--- src/rtl/tcce_pkg.sv ---
// Shared types and constants for the text canvas cursor engine.
// Holds the item structs, command classes and register indexes; no dependencies.
package tcce_pkg;

  typedef struct packed {
    logic [3:0] mode;
    logic [7:0] char_code;
    logic [7:0] move_count;
    logic [7:0] target_col;
    logic [7:0] target_row;
    logic [2:0] fore_color;
    logic [2:0] back_color;
    logic       bold_on;
    logic       blink_on;
    logic       reverse_on;
    logic       hidden_on;
    logic       wrap_on;
  } in_t;

  typedef struct packed {
    logic [6:0] report_col;
    logic [7:0] report_row;
    logic [7:0] cur_line;
    logic [8:0] used_lines;
    logic [7:0] cell_char;
    logic [7:0] cell_attr;
    logic       line_overflow;
  } out_t;

  // Command classes produced by the front end.
  typedef enum logic [4:0] {
    OP_NOP, OP_BS, OP_TAB, OP_LF, OP_CR, OP_GLYPH,
    OP_UP, OP_DOWN, OP_LEFT, OP_RIGHT, OP_GOTO, OP_ATTR,
    OP_CLR_EOL, OP_CLR_BOL, OP_CLR_LINE, OP_CLR_EOS, OP_CLR_BOS, OP_CLR_SCR,
    OP_READ
  } op_t;

  typedef struct packed {
    op_t op;
    in_t item;
  } cmd_t;

  typedef struct packed {
    logic [7:0] line_width;
    logic [7:0] screen_height;
    logic [7:0] tab_width;
  } cfg_t;

  typedef struct packed {
    logic       en;
    logic [1:0] idx;
    logic [7:0] val;
  } cfg_wr_t;

  localparam logic [1:0] REG_LINE_WIDTH    = 2'd0;
  localparam logic [1:0] REG_SCREEN_HEIGHT = 2'd1;
  localparam logic [1:0] REG_TAB_WIDTH     = 2'd2;

  localparam logic [3:0] MODE_PUT      = 4'd0;
  localparam logic [3:0] MODE_UP       = 4'd1;
  localparam logic [3:0] MODE_DOWN     = 4'd2;
  localparam logic [3:0] MODE_LEFT     = 4'd3;
  localparam logic [3:0] MODE_RIGHT    = 4'd4;
  localparam logic [3:0] MODE_GOTO     = 4'd5;
  localparam logic [3:0] MODE_ATTR     = 4'd6;
  localparam logic [3:0] MODE_CLR_EOL  = 4'd7;
  localparam logic [3:0] MODE_CLR_BOL  = 4'd8;
  localparam logic [3:0] MODE_CLR_LINE = 4'd9;
  localparam logic [3:0] MODE_CLR_EOS  = 4'd10;
  localparam logic [3:0] MODE_CLR_BOS  = 4'd11;
  localparam logic [3:0] MODE_CLR_SCR  = 4'd12;
  localparam logic [3:0] MODE_READ     = 4'd13;

  localparam logic [7:0] CH_NUL = 8'h00;
  localparam logic [7:0] CH_BEL = 8'h07;
  localparam logic [7:0] CH_BS  = 8'h08;
  localparam logic [7:0] CH_TAB = 8'h09;
  localparam logic [7:0] CH_LF  = 8'h0a;
  localparam logic [7:0] CH_CR  = 8'h0d;
  localparam logic [7:0] CH_ESC = 8'h1b;
  localparam logic [7:0] CH_SPACE = 8'h20;

  localparam logic [15:0] BLANK_CELL = 16'h0720;

endpackage

--- src/rtl/tcce_front.sv ---
// Front end: accepts commands, classifies them and queues them for the back end.
// Depends on tcce_pkg.
module tcce_front (
  input  logic              clk,
  input  logic              rst_n,
  input  logic              start,
  input  tcce_pkg::in_t     in_item,
  input  logic              init_busy,
  output logic              busy,
  output logic              q_valid,
  output tcce_pkg::cmd_t    q_head,
  input  logic              q_pop
);

  tcce_pkg::cmd_t q_mem_r [2];
  logic       wr_ptr_r, wr_ptr_nxt;
  logic       rd_ptr_r, rd_ptr_nxt;
  logic [1:0] cnt_r, cnt_nxt;
  logic       push;
  tcce_pkg::op_t op_cls;

  always_comb begin
    op_cls = tcce_pkg::OP_NOP;
    case (in_item.mode)
      tcce_pkg::MODE_PUT: begin
        case (in_item.char_code)
          tcce_pkg::CH_NUL, tcce_pkg::CH_BEL, tcce_pkg::CH_ESC: op_cls = tcce_pkg::OP_NOP;
          tcce_pkg::CH_BS:  op_cls = tcce_pkg::OP_BS;
          tcce_pkg::CH_TAB: op_cls = tcce_pkg::OP_TAB;
          tcce_pkg::CH_LF:  op_cls = tcce_pkg::OP_LF;
          tcce_pkg::CH_CR:  op_cls = tcce_pkg::OP_CR;
          default:          op_cls = tcce_pkg::OP_GLYPH;
        endcase
      end
      tcce_pkg::MODE_UP:       op_cls = tcce_pkg::OP_UP;
      tcce_pkg::MODE_DOWN:     op_cls = tcce_pkg::OP_DOWN;
      tcce_pkg::MODE_LEFT:     op_cls = tcce_pkg::OP_LEFT;
      tcce_pkg::MODE_RIGHT:    op_cls = tcce_pkg::OP_RIGHT;
      tcce_pkg::MODE_GOTO:     op_cls = tcce_pkg::OP_GOTO;
      tcce_pkg::MODE_ATTR:     op_cls = tcce_pkg::OP_ATTR;
      tcce_pkg::MODE_CLR_EOL:  op_cls = tcce_pkg::OP_CLR_EOL;
      tcce_pkg::MODE_CLR_BOL:  op_cls = tcce_pkg::OP_CLR_BOL;
      tcce_pkg::MODE_CLR_LINE: op_cls = tcce_pkg::OP_CLR_LINE;
      tcce_pkg::MODE_CLR_EOS:  op_cls = tcce_pkg::OP_CLR_EOS;
      tcce_pkg::MODE_CLR_BOS:  op_cls = tcce_pkg::OP_CLR_BOS;
      tcce_pkg::MODE_CLR_SCR:  op_cls = tcce_pkg::OP_CLR_SCR;
      tcce_pkg::MODE_READ:     op_cls = tcce_pkg::OP_READ;
      default:                 op_cls = tcce_pkg::OP_NOP;
    endcase
  end

  assign busy    = (cnt_r == 2'd2) || init_busy;
  assign push    = start && !busy;
  assign q_valid = (cnt_r != 2'd0);
  assign q_head  = q_mem_r[rd_ptr_r];

  always_comb begin
    wr_ptr_nxt = wr_ptr_r ^ push;
    rd_ptr_nxt = rd_ptr_r ^ (q_pop && q_valid);
    cnt_nxt    = cnt_r + 2'(push) - 2'(q_pop && q_valid);
  end

  always_ff @(posedge clk) begin
    if (push) begin
      q_mem_r[wr_ptr_r] <= '{op: op_cls, item: in_item};
    end
  end

  always_ff @(posedge clk) begin
    if (!rst_n) begin
      wr_ptr_r <= 1'b0;
      rd_ptr_r <= 1'b0;
      cnt_r    <= 2'd0;
    end else begin
      wr_ptr_r <= wr_ptr_nxt;
      rd_ptr_r <= rd_ptr_nxt;
      cnt_r    <= cnt_nxt;
    end
  end

endmodule

--- config.mk ---
export PLATFORM = sky130hd
export DESIGN_NAME = tcce_front
export DESIGN_NICKNAME = d
export VERILOG_FILES = /design/src/rtl/tcce_pkg.sv /design/src/rtl/tcce_front.sv
export SDC_FILE = /design/constraint.sdc
export NUM_CORES = 1
export LEC_CHECK = 0
export BUFFER_PORTS_ARGS = -buffer_cell sky130_fd_sc_hd__buf_2
export CORE_MARGIN = 2
export CORE_UTILIZATION = 45
export CTS_BUF_LIST = sky130_fd_sc_hd__clkbuf_16
export DETAILED_ROUTE_END_ITERATION = 16
export PLACE_DENSITY = 0.78
export SLEW_MARGIN = 25
export SYNTH_ARGS = -nofsm -noshare
export SYNTH_HDL_FRONTEND = slang
export SYNTH_SLANG_ARGS = --single-unit
--- constraint.sdc ---
create_clock -name clk -period 2.45 [get_ports clk]
set_input_delay 0.1225 -clock clk [delete_from_list [all_inputs] [get_ports clk]]
set_output_delay 0.1225 -clock clk [all_outputs]
set_load 0.1 [all_outputs]
---- After elaboration in Yosys (flattened, before gate mapping) ----
Memory sizes are Yosys's and may differ from the RTL's. A register that Yosys moved wholly into a read port is not among the register bits.
Index checks and enable logic that the tools add are counted.
storage, ports and cells
  memories ................................ 1
  input bits .............................. 52
  flip-flop bits (word level) ............. 4
  output and inout port bits .............. 54
  word-level logic and storage cells ...... 41
  memory bits (writable) .................. 104
cells by class
  bitwise gates (word level) .............. 2
  reductions and logical operators ........ 8
  mux-type cells .......................... 5
  eq/ne operators ......................... 20
  add/subtract/negate cells ............... 2
memories
  name     depth  bits a word  read ports  clocked after memory_dff  wr ports  RTL line          RTL
  q_mem_r  2      52           1           1                         1         tcce_front.sv:15  tcce_pkg::cmd_t q_mem_r [2];
operator list
  cell                                                  count
  one-hot mux 5 bit (14 select lines)                   1
  equality test 8 x 4 -> 1 bit (second input constant)  4
  equality test 4 bit (second input constant)           6
  equality test 4 x 3 -> 1 bit (second input constant)  4
  one-hot mux 3 bit (5 select lines)                    1
  equality test 4 x 2 -> 1 bit (second input constant)  2
  equality test 8 x 3 -> 1 bit (second input constant)  1
  equality test 8 x 5 -> 1 bit (second input constant)  1
  logical NOT 8 bit                                     1
  equality test 4 x 1 -> 1 bit (second input constant)  1
  logical NOT 4 bit                                     1
  2-to-1 mux 1 bit                                      3
  OR reduction 3 bit                                    1
  adder 2 x 1 -> 2 bit                                  1
  equality test 2 bit (second input constant)           1
  logical AND 1 bit                                     2
  nonzero test 2 bit                                    1
  subtractor 2 x 1 -> 2 bit                             1
  bitwise XOR 1 bit                                     2
  logical NOT 1 bit                                     1
  logical OR 1 bit                                      1

---- Longest topological paths before layout ----
Gate-level depths: netlist of run 1.
  word-level depth ........................ 6
  gate-level depth with buffers ........... 9
  mapped depth without buffers ............ 9

---- Worst setup path before layout of run 1 ----
OpenSTA, ideal clock, no wires.
  kind .................................... register -> register
  from .................................... reg cnt_r[0]
  to ...................................... mem q_mem_r[1][0] in the netlist's numbering (enable)
  data required time ...................... 2.035 ns
  cell stages (with the launch flop) ...... 6
  buffers on the path ..................... 0
  arrival ................................. 1.959 ns
  path slack .............................. 0.076 ns
  clock period less this slack ............ 2.374 ns
  setup time .............................. 0.415 ns
  path through ............................ dfxtp_1 > inv_1 > a21oi_1 > nand2_1 > inv_1 > ha_1
on the way
  cells in the longest elaborated chain, start to end .. 6
ends and longest elaborated chain
  what                                    RTL line          RTL
  from (decl)                             tcce_front.sv:18  logic [1:0] cnt_r, cnt_nxt;
  from (signal assigned)                  tcce_front.sv:77  cnt_r <= cnt_nxt;
  equality test 2 bit                     tcce_front.sv:52  assign busy = (cnt_r == 2'd2) || init_busy;
  logical OR 1 bit                        tcce_front.sv:52
  logical NOT 1 bit                       tcce_front.sv:53  assign push = start && !busy;
  logical AND 1 bit                       tcce_front.sv:53
  2-to-1 mux 1 bit                        tcce_front.sv:64  if (push) begin
  2-to-1 mux 1 bit (not written as such)  tcce_front.sv:65  q_mem_r[wr_ptr_r] <= '{op: op_cls, item: in_item};
  to (decl)                               tcce_front.sv:15
Every way passes these cells.

---- Worst setup path after layout of run 1 ----
  from .................................... reg cnt_r[1]
  to ...................................... reg cnt_r[1]
on the way
  cells in the longest elaborated chain, start to end .. 6
  elaborated cells between the ends (all ways) .. 8
  those cells by class .................... add/sub (2); eq/ne (1); reduce/logical (5)
ends and longest elaborated chain
  what                         RTL line          RTL
  equality test 2 bit          tcce_front.sv:52
  logical OR 1 bit             tcce_front.sv:52
  logical NOT 1 bit            tcce_front.sv:53
  logical AND 1 bit            tcce_front.sv:53
  adder 2 x 1 -> 2 bit         tcce_front.sv:60  cnt_nxt = cnt_r + 2'(push) - 2'(q_pop && q_valid);
  subtractor 2 x 1 -> 2 bit *  tcce_front.sv:60
Mark *: on every way between the ends. The rest lies on a longest branch, timed or not.
A chain may end at the register's enable or synchronous reset.

==> flow_summary_export.csv, run 1 <==
group,metric,value,unit
power,clockPowerShare,0.224,
flow_run,drv_cap,0,
power,internal_power,3.583,mW
timing,period_share,0.7586,
yosys,synth_edf_count,104,
outcome,status,"complete, no violations",
yosys,synth_top_area_cell,"edfxtp_1",
grt,grt_pass1_wl,11490,µm
power,vdd_drop_max,0.6778,mV
power,combPwrFrac,0.425,
clocking,numCtsBuffers,9,
finish,antenna-diode-count,0,
yosys,synth_area_per_cell,18.94,µm²
grt,antenna_found_initial,0,
yosys,synth-seq-area-share,0.7633,
clocking,cts_tree,"yes",
yosys,async_flop_share,0,
critical_path,cp.arrival,2080,ps
finish,drive_above_1_share,0.4960,
power,powerDensity,1157,nW/µm²
timing,maxSlewViolCount,0,
floorplan,die_w,100.9,µm
detailed_routing,wl_per_cell,15.29,µm
power,p_switching,2.845,mW
yosys,synth_compound_area_frac,0.02607,
detailed_routing,dr.first_iter.drc_count,45,
yosys,synth_ff_type,"edfxtp_1",
power,seqPwrFrac,0.352,
placement,dp_hpwl,4858,µm
yosys,yosysUniqueCellTypes,30,
floorplan,rows,35,
timing,rsz0062_at_grt,"no",
detailed_routing,route.vias.total,2399,
critical_path,start_kind,"flop",
yosys,synth_top_family_by_area,"multiplexers",
critical_path,crit_type,"reg -> reg",
clocking,clk_pin_slew_worst_paths,70,ps
hold_path,min_from,"in_item[41]",
timing,fin_tns_setup,0,ps
timing,fin_crit,1859,ps
power,p_leak,2.087,nW
yosys,netlist_top_cells_area,"edfxtp_1 74%, mux2_2 14%, dfxtp_1 2.4%",
detailed_routing,postRouteAntennaNets,0,
finish,fillCellCount,694,
clocking,cts_root_buffer,"clkbuf_16",
floorplan,die_area,10170,µm²
floorplan,initial_utilization,0.4614,
detailed_routing,drtPass1Iterations,4,
floorplan,ios,106,
yosys,ys_seq_elements,109,
floorplan,core_region_area,9153,µm²
grt,overflow,0,
clocking,h-tree-depth,3,
clocking,post_cts_buffers,0,
power,swShare,0.4426,
critical_path,cp-startpoint,"cnt_r[1]",
yosys,synthMuxAreaShare,0.1410,
grt,grt_start_max_net_pins,28,
yosys,synth_most_common_cell,"edfxtp_1",
timing,fmax,538.0,MHz
timing,slew_headroom,0.6634,
timing,setup_viol,0,
floorplan,dieHeight,100.9,µm
clocking,clock_latency,330,ps
finish,area_delta_synth_final,31.56,%
finish,nets,428,
clocking,hold_buffers,35,
detailed_routing,wirelength,7463,µm
placement,io_buffers,105,
clocking,cts-resized-gates,0,
hold_path,hp-class,"in -> reg",
yosys,synth_area,4223,µm²
yosys,yosysWarnings,0,
placement,gp_congestion,0.7509,
timing,tightest_slew,508.3,ps
critical_path,worstReg2RegStart,"cnt_r[1]",
timing,final_hold_viol_count,0,
critical_path,critPathCaptureType,"flop",
yosys,synth_xor_area_frac,0.01037,
detailed_routing,drc,0,
detailed_routing,routed_via_density,4.916,
critical_path,path_max_fanout,3,
timing,fin_skew,7.736,ps
clocking,clockBufferDepth,2,
yosys,synth_common_cells,"104 x edfxtp_1, 52 x mux2_2, 6 x a21oi_1, 6 x inv_1",
grt,grt_usage,0.1493,
yosys,syn-instance-count,223,
critical_path,cp.required,2680,ps
finish,final_util,0.6070,
yosys,syn_nets,279,
yosys,yosys.area_share.simple,0.03348,
yosys,synth_top_area_share,0.7396,
yosys,synth_fa_ha_area_frac,0.01185,
grt,grt_pass1_vias,2423,
clocking,cts.sinks,109,
-- power groups by stage --
| stage | Combinational, mW | Clock [mW] | Sequential, mW |
|---|---|---|---|
| 6_report | 2.73 | 1.44 | 2.26 |
| 3_3_place_gp | 2.68 | 0 | 2.29 |
| 3_5_place_dp | 2.70 | 0 | 2.30 |
| 4_1_cts | 2.75 | 1.48 | 2.26 |
| 2_1_floorplan | 2.33 | 0 | 2.29 |
| 5_1_grt | 2.84 | 1.55 | 2.27 |
-- worst paths after layout --
| path | end | slack (ps) | depth (start not counted) |
|---|---|---|---|
| max reg2reg | cnt_r[1] | 590 | 8 |
| min reg2reg | flop | 550 | 2 |
| max | cnt_r[1] | 590 | 8 |
| min | q_mem_r[1][41] | 20 | 1 |
-- critical path, cell delays in order, from the launching register on --
cell	delay, ps
dfxtp_1	340
or2_2	300
and2_1	190
ha_1	290
inv_1	40
ha_1	180
xnor2_1	190
xnor2_1	80
and2_1	150
-- metrics by stage --
stage	hold WS (ps)	power (mW)	worst slack (ps)	instance area (µm²)	std cells
3_5_place_dp	314.4	5.007	591.3	4902	437
2_1_floorplan	221.4	4.619	75.63	4223	223
5_1_grt	10.81	6.663	470.1	5555	488
4_1_cts	2.557	6.499	575.2	5555	488
6_report	21.00	6.429	591.3	5555	488
3_3_place_gp	309.9	4.976	686.8	4902	437
-- cell usage in the layout (no fill, tap or decap), drive strengths merged --
cell         instances
a2111oi              1
a21boi               1
a21oi                6
a311oi               1
a31o                 1
a31oi                2
a41o                 1
and2                 4
and2b                1
and3b                1
buf                111
bufinv               1
clkbuf               9
clkinv               1
dfxtp                5
dlygate4sd3         35
edfxtp             104
ha                   4
inv                 11
mux2                52
mux2i                1
nand2                3
nand4                2
nor2                 5
nor2b                4
nor3                 1
nor3b                1
o21ai                1
or2                  1
or4                  1
xnor2                4
xor2                 1
-- registers in the layout (all words and copies together), names as in the netlist, named ones only --
signal	flops
cnt_r	2
q_mem_r	104
rd_ptr_r	1
wr_ptr_r	1
-- metal layers --
metal	up-vias	share of wire	track usage
met4	0	0.0087	0.05901
met2	60	0.54	0.2785
met1	1178	0.41	0.1663
met5	-	0	0
li1	1154	-	-
met3	7	0.038	0.02913
-- layout make-up --
cell class	count	area (µm²)	area share
clock buffer	9	225.2	0.04054
clock inverter	7	77.57	0.01396
inverter	6	22.52	0.004054
multi-input combinational	100	945.9	0.1703
sequential	109	3224	0.5804
tap	111	138.9	0.02500
timing repair buffer	146	920.9	0.1658
-- cells by family (layout without fill, tap and decap cells) --
family | after synthesis | in the layout
DFF | 109 | 109
muxes | 53 | 53
and+or+nand+nor | 24 | 24
AOI/OAI and AO/OA | 14 | 14
buffers and inverters | 14 | 168
xor gates and xnor gates | 5 | 5
adders and majority gates | 4 | 4
No activity file was read; power rests on OpenSTA's default activity.
==> inputs of run 2 (changes only) <==
--- a/config.mk
+++ b/config.mk
@@ -10,7 +10,7 @@
 export CORE_UTILIZATION = 45
 export CTS_BUF_LIST = sky130_fd_sc_hd__clkbuf_16
 export DETAILED_ROUTE_END_ITERATION = 16
-export PLACE_DENSITY = 0.78
+export PLACE_DENSITY = 0.75
 export SLEW_MARGIN = 25
 export SYNTH_ARGS = -nofsm -noshare
 export SYNTH_HDL_FRONTEND = slang
==> constraint.sdc (replaced) <==
create_clock -name clk -period 1.9 [get_ports clk]
set_input_delay 0.095 -clock clk [delete_from_list [all_inputs] [get_ports clk]]
set_output_delay 0.095 -clock clk [all_outputs]
set_load 0.1 [all_outputs]
==> run 2 against run 1 <==
Effect of this change:
- clock power is 18% higher
- fmax up 3.4%
- die area stayed put
- first-iteration DRC count up 36%
- power is 29% higher
- critical endpoint unchanged
- critical path type unchanged
- highest routed layer unchanged
- critical path depth stayed put
- global-route usage up 0.25 points
- combinational power rose by 32%
- wire length rose by 1.4%
- core utilization increased by 1.1 points
- final cell count is 0.82% higher
- worst setup slack got worse by 490 ps
==> flow_summary_export.csv, run 2 (synthesis results as in run 1) <==
group,metric,value,unit
detailed_routing,postRouteAntennaNets,0,
clocking,numCtsBuffers,9,
finish,drive_above_1_share,0.5013,
floorplan,initial_utilization,0.4614,
placement,place_ws,34.02,ps
flow_run,drv_cap,0,
clocking,clock_latency,330,ps
detailed_routing,drtPass1Iterations,4,
timing,rsz0062_at_grt,"no",
floorplan,dieHeight,100.9,µm
placement,io_buffers,105,
outcome,status,"complete, no violations",
grt,grt_pass1_vias,2472,
timing,period_share,0.9463,
finish,fillCellCount,662,
timing,setup_ws,102.0,ps
critical_path,critPathCaptureType,"flop",
timing,maxSlewViolCount,0,
placement,placed_area,4965,µm²
critical_path,cp.arrival,2020,ps
finish,regMostFlops,"q_mem_r",
timing,fin_skew,5.897,ps
timing,setup_viol,0,
timing,slew_headroom,0.6663,
clocking,h-tree-depth,3,
grt,antenna_found_initial,0,
placement,gp_congestion,0.8608,
detailed_routing,wl_per_cell,15.39,µm
timing,whs,11.97,ps
finish,nets,432,
grt,busiest_layer,"met2",
power,vdd_drop_max,0.9092,mV
grt,grt_start_max_net_pins,29,
grt,grt_util_met1,0.1732,
grt,grt_pass1_wl,11630,µm
critical_path,crit_type,"reg -> reg",
floorplan,die_area,10170,µm²
detailed_routing,routed_via_density,4.941,
grt,grt_use_met3,0.02913,
grt,overflow,0,
timing,final_hold_viol_count,0,
placement,dp_hpwl,4879,µm
floorplan,core_region_area,9153,µm²
clocking,clk_pin_slew_worst_paths,70,ps
floorplan,rows,35,
power,p_leak,2.114,nW
clocking,cts_tree,"yes",
finish,top_regs,"q_mem_r (104), cnt_r (2)",
detailed_routing,dr.first_iter.drc_count,61,
clocking,clockBufferDepth,2,
grt,grtUsageMet2,0.2754,
timing,fin_tns_setup,0,ps
detailed_routing,wirelength,7571,µm
critical_path,start_kind,"flop",
finish,final_cell_area,5660,µm²
critical_path,cp.required,2130,ps
grt,grt_usage,0.1518,
critical_path,path_max_fanout,3,
timing,fin_crit,1798,ps
finish,area_delta_synth_final,34.04,%
finish,final_common_cell,"buf_2",
clocking,cts.sinks,109,
timing,tightest_slew,504.0,ps
hold_path,hp-class,"in -> reg",
finish,largest_reg_flops,104,
clocking,cts_root_buffer,"clkbuf_16",
detailed_routing,route.vias.total,2431,
floorplan,ios,106,
finish,final_cell_mix,"105 x buf_2, 104 x edfxtp_1, 52 x mux2_2",
power,powerDensity,1461,nW/µm²
timing,fmax,556.2,MHz
detailed_routing,drc,0,
floorplan,die_w,100.9,µm
finish,antenna-diode-count,0,
[run 2: cell types whose count changed in the layout (fill, tap and decap cells not counted), sizes merged]
cell,previous run,this run
bufinv,1,0
clkinv,1,6
inv,11,7
dlygate4sd3,35,39
[run 2: final cells by class]
cell class / count / area (µm²) / area share
sequential: 109 / 3231 / 0.5707
timing repair buffer: 150 / 1023 / 0.1808
clock inverter: 7 / 51.30 / 0.009063
clock buffer: 9 / 225.2 / 0.03979
tap: 111 / 138.9 / 0.02454
multi-input combinational: 100 / 968.4 / 0.1711
inverter: 6 / 22.52 / 0.003979
[run 2: worst max-delay path, cell delays in order (launching register included)]
cell	delay (ps)
dfxtp_4	360
or2_4	240
and2_4	160
ha_1	260
inv_1	40
ha_2	170
xnor2_2	150
xnor2_2	150
and2_1	160
[run 2: final timing paths]
| kind | from | slack [ps] | end | depth (start not counted) |
|---|---|---|---|---|
| worst min register to register | rd_ptr_r | 550 | rd_ptr_r | 2 |
| worst min-delay path | rst_n | 10 | cnt_r[0] | 2 |
| worst max register to register | cnt_r[1] | 100 | cnt_r[1] | 8 |
| worst max-delay path | cnt_r[1] | 100 | cnt_r[1] | 8 |
[run 2: power breakdown]
group          total (mW)  leakage [nW]  internal (mW)  switching (mW)
Clock                1.70         0.135          0.894           0.802
Combinational        3.61         0.983          0.822            2.79
Sequential           2.96         0.996           2.87          0.0907
[run 2: what timing repair did]
item / CTS / global route
gates resized for setup: 0 / 8
endpoints found under the hold margin: 78 / 0
hold buffers: 39 / 0
endpoints found under the setup margin: 0 / 18
setup buffers: 0 / 0
[run 2: stage by stage]
step,power (mW),utilization,std cells
2_1_floorplan,5.956,-,223
3_3_place_gp,6.489,0.5424,437
3_5_place_dp,6.521,0.5424,437
4_1_cts,8.291,0.6153,492
5_1_grt,8.575,0.6185,492
6_report,8.269,0.6185,492
[run 2: per-layer routing]
metal / wire [µm] / vias to the layer above
met5: 0 / -
met2: 4039 / 65
met1: 3132 / 1191
li1: - / 1166
met4: 108 / 0
met3: 291 / 9
==> inputs of run 3 (changes only) <==
--- a/config.mk
+++ b/config.mk
@@ -7,10 +7,10 @@
 export LEC_CHECK = 0
 export BUFFER_PORTS_ARGS = -buffer_cell sky130_fd_sc_hd__buf_2
 export CORE_MARGIN = 2
-export CORE_UTILIZATION = 45
+export CORE_UTILIZATION = 25
 export CTS_BUF_LIST = sky130_fd_sc_hd__clkbuf_16
 export DETAILED_ROUTE_END_ITERATION = 16
-export PLACE_DENSITY = 0.75
+export PLACE_DENSITY = 0.5
 export SLEW_MARGIN = 25
 export SYNTH_ARGS = -nofsm -noshare
 export SYNTH_HDL_FRONTEND = slang
==> run 3 against run 2 <==
Effect of this change:
- register-to-register slack got worse by 60 ps
- global-route usage fell by 5.5 points
- final cell count rose by 23%
- fmax fell by 3.1%
- via count barely moved
- critical path type unchanged
- non-clock buffer count rose by 2
- clock power rose by 15%
- clock skew barely moved
- sequential cell count did not move
==> flow_summary_export.csv, run 3 (synthesis results as in run 1) <==
group,metric,value,unit
power,vdd_drop_max,0.7039,mV
critical_path,cp.required,2140,ps
detailed_routing,route.vias.total,2430,
hold_path,worstHoldPathCells,1,
finish,fillCellCount,1592,
clocking,cts_tree,"yes",
finish,final_common_cell,"edfxtp_1",
hold_path,min_delay_worst_endpoint,"q_mem_r[0][38]",
critical_path,crit_slowest_cell,"dfxtp_2",
floorplan,rows,47,
finish,nets,434,
grt,overflow,0,
power,p_leak,2.162,nW
detailed_routing,routed_via_density,4.030,
clocking,h-tree-depth,3,
critical_path,slowest_delay,340,ps
placement,gp_congestion,0.7130,
critical_path,cp.arrival,2090,ps
grt,grt_pass1_wl,13240,µm
detailed_routing,drtPass1Iterations,4,
detailed_routing,wirelength,8278,µm
finish,antenna-diode-count,0,
clocking,clk_pin_slew_worst_paths,70,ps
critical_path,worstReg2RegStart,"cnt_r[1]",
critical_path,start_kind,"flop",
timing,fin_skew,5.751,ps
finish,area_delta_synth_final,39.56,%
finish,seqCellArea,3226,µm²
timing,period_share,0.9761,
timing,fmax,539.2,MHz
grt,grt_start_max_net_pins,28,
clocking,cts_root_buffer,"clkbuf_16",
critical_path,worstReg2RegEnd,"cnt_r[1]",
outcome,status,"complete, no violations",
timing,setup_viol,0,
critical_path,path_max_fanout,3,
timing,maxSlewViolCount,0,
hold_path,min_from,"in_item[38]",
finish,regMostFlops,"q_mem_r",
finish,stdcell_count,603,
placement,dpl.cell_count,546,
timing,final_hold_viol_count,0,
clocking,cts.sinks,109,
timing,fin_tns_setup,0,ps
floorplan,initial_utilization,0.2555,
floorplan,ios,106,
critical_path,critPathCaptureType,"flop",
floorplan,core_region_area,16520,µm²
finish,top_regs,"q_mem_r (104), cnt_r (2)",
critical_path,crit_type,"reg -> reg",
finish,drive_above_1_share,0.4883,
timing,rsz0062_at_grt,"no",
finish,final_cell_mix,"104 x edfxtp_1, 101 x buf_2, 52 x mux2_2",
critical_path,r2r_slack,50,ps
power,powerDensity,1452,nW/µm²
grt,antenna_found_initial,0,
detailed_routing,dr.first_iter.drc_count,114,
clocking,clock_latency,340,ps
critical_path,cp_cell_sequence,"or2_2 > and2_1 > ha_1 > inv_1 > ha_1 > xnor2_2 > xnor2_1 > and2_1",
placement,dp_hpwl,5366,µm
clocking,clockBufferDepth,2,
grt,grt_usage,0.09676,
floorplan,die_area,17950,µm²
clocking,post_cts_buffers,0,
detailed_routing,wl_per_cell,13.73,µm
critical_path,rr_worst_depth,8,
floorplan,die_w,134.0,µm
timing,slew_headroom,0.6668,
flow_run,drv_cap,0,
placement,io_buffers,105,
clocking,numCtsBuffers,9,
hold_path,hp-class,"in -> reg",
timing,tightest_slew,503.3,ps
finish,multi_input_area,953.4,µm²
detailed_routing,postRouteAntennaNets,0,
timing,fin_crit,1855,ps
floorplan,dieHeight,134.0,µm
detailed_routing,drc,0,
finish,largest_reg_flops,104,
grt,grt_pass1_vias,2612,
==> run 3: cell types whose count changed in the layout (fill, tap and decap cells not counted), moves of 2 or more <==
cell,previous run,this run
buf_12,5,9
buf_2,105,101
clkinv_4,4,0
inv_1,6,9
bufinv_16,0,2
clkinv_1,2,0
dfxtp_2,0,2
dfxtp_4,2,0
dlygate4sd3_1,39,41
==> run 3: through the flow <==
| step | cell area, µm² | setup slack (ps) | hold slack [ps] | total power, mW | util |
|---|---|---|---|---|---|
| final | 5893 | 45.43 | 42.12 | 8.559 | 0.3566 |
| after floorplan | 4223 | -474.4 | 193.9 | 5.956 | - |
| after detailed placement | 5161 | 53.53 | 286.0 | 6.617 | 0.3123 |
| after global routing | 5893 | 3.645 | 27.28 | 8.892 | 0.3566 |
| after global placement | 5161 | 127.2 | 282.2 | 6.597 | 0.3123 |
| after CTS | 5881 | 15.51 | 20.11 | 8.669 | 0.3559 |
==> run 3: worst max-delay path by stage <==
stage,start,endpoint,slack (ps),cells past startpoint
2_1_floorplan,cnt_r[0],q_mem_r[1][0],-470,5
4_1_cts,flop,q_head[27],20,3
6_report,cnt_r[1],cnt_r[1],50,8
5_1_grt,cnt_r[1],cnt_r[1],4,8
3_3_place_gp,cnt_r[1],cnt_r[1],130,8
3_5_place_dp,cnt_r[1],cnt_r[1],50,8
==> run 3: what timing repair did <==
| action | in CTS | in global routing |
|---|---|---|
| gates resized for setup | 0 | 3 |
| endpoints found under the hold margin | 82 | 0 |
| hold buffers | 41 | 0 |
| endpoints found under the setup margin | 0 | 17 |
==> run 3: critical path, delay by kind of cell, from the launching register on <==
| family | cells | cell delay, ps |
|---|---|---|
| buffers and inverters | 1 | 40 |
| adders and majority gates | 2 | 480 |
| xor gates and xnor gates | 2 | 270 |
| and+or+nand+nor | 3 | 630 |
| DFF | 1 | 340 |
==> run 3: power breakdown <==
part	switching, mW	internal, mW	leakage [nW]
registers	0.0578	2.86	0.996
clock network	0.810	1.14	0.159
logic	2.84	0.852	1.01
total	3.71	4.85	2.16
==> run 3: final cells by class <==
class                           instances  share of cell area
Sequential cell                       109              0.5473
Timing Repair Buffer                  152              0.1879
Multi-Input combinational cell        100              0.1618
Tap cell                              220             0.04671
Clock buffer                            9             0.03822
Clock inverter                          7             0.01423
Inverter                                6            0.003822
==> run 3: per-layer routing <==
| layer | share of wire | routed length, µm | vias up | track usage |
|---|---|---|---|---|
| met2 | 0.50 | 4120 | 64 | 0.1601 |
| met5 | 0 | 0 | - | 0 |
| li1 | - | - | 1168 | - |
| met1 | 0.43 | 3587 | 1185 | 0.1174 |
| met3 | 0.053 | 435 | 13 | 0.03212 |
| met4 | 0.016 | 134 | 0 | 0.03664 |
